**config.mk**
```make
export PLATFORM = sky130hd
export DESIGN_NAME = ddo_cordic
export DESIGN_NICKNAME = d
export VERILOG_FILES = /design/src/hw/rtl/ddo_pkg.sv /design/src/hw/rtl/ddo_cordic.sv
export SDC_FILE = /design/constraint.sdc
export NUM_CORES = 1
export LEC_CHECK = 0
export BUFFER_PORTS_ARGS = -buffer_cell sky130_fd_sc_hd__buf_2
export CORE_MARGIN = 4
export CORE_UTILIZATION = 65
export DETAILED_ROUTE_END_ITERATION = 16
export PLACE_DENSITY = 0.95
export SLEW_MARGIN = 20
export SYNTH_ARGS = -nofsm -noshare
export SYNTH_HDL_FRONTEND = slang
export SYNTH_SLANG_ARGS = --single-unit
```
**constraint.sdc**
```tcl
create_clock -name aclk -period 9.4 [get_ports aclk]
set_input_delay 2.82 -clock aclk [delete_from_list [all_inputs] [get_ports aclk]]
set_output_delay 2.82 -clock aclk [all_outputs]
set_load 0.1 [all_outputs]
```
**src/hw/rtl/ddo_pkg.sv**
```systemverilog
package ddo_pkg;

    localparam int CordicSteps = 24;
    localparam int StepW = $clog2(CordicSteps + 1);

    localparam logic signed [33:0] GainQ30 = 34'sd652032874;

    localparam logic [2:0] RegDistPerTick = 3'd0;
    localparam logic [2:0] RegAnglePerTick = 3'd1;
    localparam logic [2:0] RegGoalX = 3'd2;
    localparam logic [2:0] RegGoalY = 3'd3;
    localparam logic [2:0] RegStopDist = 3'd4;

    typedef enum logic [3:0] {
        ST_IDLE,
        ST_SQX,
        ST_SQY,
        ST_SQS,
        ST_DEC,
        ST_HALF,
        ST_CORDIC,
        ST_MULX,
        ST_MULY,
        ST_HEAD,
        ST_OUT
    } state_t;

    // multiplier operation codes
    typedef enum logic [1:0] {
        MUL_SQ,
        MUL_HALF,
        MUL_AXIS,
        MUL_HEAD
    } mul_op_t;

    function automatic logic [31:0] atan_turn(input logic [4:0] i);
        logic [31:0] t;
        case (i)
            5'd0: t = 32'd536870912;
            5'd1: t = 32'd316933406;
            5'd2: t = 32'd167458907;
            5'd3: t = 32'd85004756;
            5'd4: t = 32'd42667331;
            5'd5: t = 32'd21354465;
            5'd6: t = 32'd10679838;
            5'd7: t = 32'd5340245;
            5'd8: t = 32'd2670163;
            5'd9: t = 32'd1335087;
            5'd10: t = 32'd667544;
            5'd11: t = 32'd333772;
            5'd12: t = 32'd166886;
            5'd13: t = 32'd83443;
            5'd14: t = 32'd41722;
            5'd15: t = 32'd20861;
            5'd16: t = 32'd10430;
            5'd17: t = 32'd5215;
            5'd18: t = 32'd2608;
            5'd19: t = 32'd1304;
            5'd20: t = 32'd652;
            5'd21: t = 32'd326;
            5'd22: t = 32'd163;
            5'd23: t = 32'd81;
            5'd24: t = 32'd41;
            5'd25: t = 32'd20;
            5'd26: t = 32'd10;
            5'd27: t = 32'd5;
            5'd28: t = 32'd3;
            5'd29: t = 32'd1;
            5'd30: t = 32'd1;
            default: t = 32'd0;
        endcase
        return t;
    endfunction

endpackage

```
**src/hw/rtl/ddo_cordic.sv**
```systemverilog
module ddo_cordic (
    input  logic               aclk,
    input  logic               aresetn,
    input  logic               start,
    input  logic [31:0]        angle,
    output logic               done,
    output logic signed [33:0] cos_out,
    output logic signed [33:0] sin_out
);

    logic signed [33:0] x_reg, y_reg;
    logic signed [32:0] z_reg;
    logic [ddo_pkg::StepW-1:0] step_reg;
    logic busy_reg, neg_reg;
    logic signed [33:0] tx, ty;
    logic [31:0] at;
    logic [31:0] h;
    logic neg;

    assign neg = (angle[31:30] == 2'b01) || (angle[31:30] == 2'b10);
    assign h = neg ? angle - 32'h8000_0000 : angle;
    assign tx = x_reg >>> step_reg;
    assign ty = y_reg >>> step_reg;
    assign at = ddo_pkg::atan_turn(5'(step_reg));

    always_ff @(posedge aclk) begin
        if (!aresetn) begin
            busy_reg <= 1'b0;
            done <= 1'b0;
        end else begin
            done <= 1'b0;
            if (start) begin
                busy_reg <= 1'b1;
                step_reg <= '0;
                x_reg <= ddo_pkg::GainQ30;
                y_reg <= '0;
                z_reg <= {h[31], h};
                neg_reg <= neg;
            end else if (busy_reg) begin
                if (!z_reg[32]) begin
                    x_reg <= x_reg - ty;
                    y_reg <= y_reg + tx;
                    z_reg <= z_reg - $signed({1'b0, at});
                end else begin
                    x_reg <= x_reg + ty;
                    y_reg <= y_reg - tx;
                    z_reg <= z_reg + $signed({1'b0, at});
                end
                step_reg <= step_reg + 1'b1;
                if (step_reg == ddo_pkg::StepW'(ddo_pkg::CordicSteps - 1)) begin
                    busy_reg <= 1'b0;
                    done <= 1'b1;
                end
            end
        end
    end

    assign cos_out = neg_reg ? -x_reg : x_reg;
    assign sin_out = neg_reg ? -y_reg : y_reg;

endmodule

```
==> run metrics <==
Synthesized Nets=2409; number of standard-cell rows in the floorplan=62; Met3 Wirelength=7.880 mm; relative max-transition margin=23.40%; share of cells above drive strength 1=14.99%; Warnings, synthesis=0; overall routed net length=65.75 mm; io pins=104; overall global routing resource usage=38.86%; capturing element type of the critical path=flip-flop; routed wire length per instance=24.86 µm; skew final=0.009417 ns; max-cap violation count=0; count of final max-slew check failures=0; transition time of the tightest slew-check pin=1.135 ns; Highest Clock Rate=132.1 MHz; share of flip-flops with an asynchronous set or reset after synthesis=0%; final net count=2397; worst flop-to-flop path startpoint=step_reg[1]; post-layout total power=6139 µW; number of gates given a new drive strength after cts=0; Vert. Die Dim=179.6 µm; vias in the first global route=18170; final hold violations=0; number of synthesized flops with an enable pin=107; ranking of synthesized cells by instance count=sky130_fd_sc_hd__nor2_1, sky130_fd_sc_hd__nand2_1, sky130_fd_sc_hd__a21oi_1; number of clock sinks=139; Root Buffer=sky130_fd_sc_hd__clkbuf_16; clock latency on the worst-skew pair=0.45 ns; clock-pin slew of the registers on the worst-case setup and hold paths=0.07 ns; total congestion overflow after global routing=0; count of buffers inserted at the top-level ports=103; full die area=0.03225 mm²; vias after detailed routing=19140; timing startpoint of the critical path=step_reg[1]; Post-Place Worst Slack=2.010 ns; portion of the post-synthesis area used by sequential elements=20.14%; #FFs+latches synth=139; routed length on met1=25.43 mm; total inserted antenna cells=0; category of the most critical setup path=flip-flop to flip-flop; data required time of the worst path=9.59 ns; number of buffers added by the clock tree synthesis step=17; maximum ir drop on the vdd rail=219.5 µV; Avg Synthesized Cell Area=8.468 µm²; post-CTS setup buffer count=0; TritonCTS clock tree=built; maximum number of pins on one net before global-route repair=89; min setup slack post-route=1.829 ns; global-route wire length before repair=101.8 mm; Iter 0 DRT Violations=3096; Layout Utilization=69.91%; top-count cell post-synth=sky130_fd_sc_hd__nor2_1; data arrival time of the worst path=7.77 ns; Cell variety after synth=110; cell count after synthesis=2260; RSZ-0062 raised after global routing=no; detailed-routed wire length on met2=28.33 mm; Main synth FF type=sky130_fd_sc_hd__edfxtp_1; cell area power density=304.3 mW/mm²; clock buffer depth=2; top routing layer in use=met4; worst min-delay path startpoint=busy_reg; Period Utilization, post-route=80.55%; post-detailed-route DRC marker count=0; cell accounting for the most synthesized area=sky130_fd_sc_hd__edfxtp_1; final-layout fill cell count=2269; area fraction of the dominant cell type after synthesis=16.79%; status=complete, no violations; worst min-delay path class=flip-flop to flip-flop; final setup fails=0; core area=0.02886 mm²; antenna violations before repair=1; accumulated negative setup slack=0 ns; reported leakage power=0.008029 µW; crit path max fanout=26; CTS hold repair buffers=0; Layout Area Growth over Synthesis=5.427%; final weighted congestion of routability-driven global placement=1.055; kind of launch point of the worst setup path=flip-flop; cell area after technology mapping=0.01914 mm²; placed wire-length estimate after detailed placement=48.31 mm; drt first pass iters=7; average via count per standard cell=7.235; starting density of the core=66.32%; H-Tree Level Count=4; post-detailed-route count of antenna-violating nets=0; width of the die=179.6 µm; final critical path time including I/O delays and setup=7.571 ns; most area-consuming cells after synthesis=sky130_fd_sc_hd__edfxtp_1, sky130_fd_sc_hd__mux4_2, sky130_fd_sc_hd__ha_1, sky130_fd_sc_hd__xnor2_1, sky130_fd_sc_hd__xor2_1
## cells in the final DEF (no fill, tap or decap), types with 51 or more instances in the layout
cell	instances
sky130_fd_sc_hd__mux2i_1	56
sky130_fd_sc_hd__buf_2	102
sky130_fd_sc_hd__nor2_1	230
sky130_fd_sc_hd__nor3_1	51
sky130_fd_sc_hd__ha_1	111
sky130_fd_sc_hd__xor2_1	100
sky130_fd_sc_hd__a21o_1	69
sky130_fd_sc_hd__xnor2_1	141
sky130_fd_sc_hd__edfxtp_1	107
sky130_fd_sc_hd__a21oi_1	164
sky130_fd_sc_hd__mux4_2	76
sky130_fd_sc_hd__o21ai_0	138
sky130_fd_sc_hd__nand2_1	181
## layer usage
metal	vias up	global-route usage, %
met3	308	9.317
met2	1433	59.19
met5	-	0
li1	8417	-
met4	0	20.05
met1	8979	51.73
## power by group
group / leakage (µW) / switching, µW / total, µW / internal (µW)
combinational: 0.00644 / 2720 / 4210 / 1490
clock: 0.000296 / 332 / 716 / 384
sequential: 0.00129 / 334 / 1210 / 876
total: 0.00803 / 3390 / 6140 / 2750
## metrics by stage
stage          area, µm²  hold slack, ns  cells
2_1_floorplan      19140          0.5118   2260
6_report           20180          0.5486   2645
3_3_place_gp       19580          0.5239   2613
4_1_cts            20170          0.5532   2645
5_1_grt            20180          0.5953   2645
3_5_place_dp       19580          0.5402   2613
## worst paths after layout
| kind | cells past startpoint | end | slack (ns) |
|---|---|---|---|
| hold reg to reg | 3 | done | 0.55 |
| setup reg to reg | 20 | y_reg[32] | 1.83 |
| setup / recovery | 20 | y_reg[32] | 1.83 |
| hold / removal | 3 | done | 0.55 |
## cells by family (layout without fill, tap and decap cells)
logic type / after synthesis / in the layout / synth area share (%)
adder cells (fa/ha/maj): 114 / 114 / 7.571
XOR/XNOR: 241 / 241 / 11.03
buffers and inverters: 218 / 219 / 5.335
AO/OA/AOI/OAI: 661 / 661 / 23.24
multiplexers: 175 / 175 / 14.44
AND/OR/NAND/NOR: 712 / 712 / 18.25
flip-flops: 139 / 139 / 20.14
## cell type report
class                   count  area [µm²]  share of cell area [%]
multi-input cells        1903       14270                   70.75
flip-flops and latches    139        3854                   19.10
clock buffers              18       439.2                   2.177
inverters                  54       205.2                   1.017
clock inverters            14       155.1                  0.7690
repair buffers            133       768.2                   3.808
well taps                 384       480.5                   2.381
## worst max-delay path, stage by stage, from the launching register on
cell	delay (ns)
sky130_fd_sc_hd__edfxtp_1	0.78
sky130_fd_sc_hd__buf_4	0.50
sky130_fd_sc_hd__mux4_2	0.61
sky130_fd_sc_hd__mux2i_1	0.37
sky130_fd_sc_hd__o21ai_0	0.17
sky130_fd_sc_hd__or4_1	0.59
sky130_fd_sc_hd__nand4bb_1	0.30
sky130_fd_sc_hd__nor3_4	0.39
sky130_fd_sc_hd__a21oi_1	0.14
sky130_fd_sc_hd__xor2_1	0.18
sky130_fd_sc_hd__ha_1	0.34
sky130_fd_sc_hd__and3_1	0.20
sky130_fd_sc_hd__a221oi_1	0.41
sky130_fd_sc_hd__a21oi_1	0.17
sky130_fd_sc_hd__o31ai_1	0.55
sky130_fd_sc_hd__o22ai_1	0.24
sky130_fd_sc_hd__nor4_1	0.36
sky130_fd_sc_hd__o31ai_1	0.18
sky130_fd_sc_hd__a221oi_1	0.42
sky130_fd_sc_hd__a21oi_1	0.14
sky130_fd_sc_hd__mux2_2	0.28
Note: power is estimated with default switching activity, not from simulation.
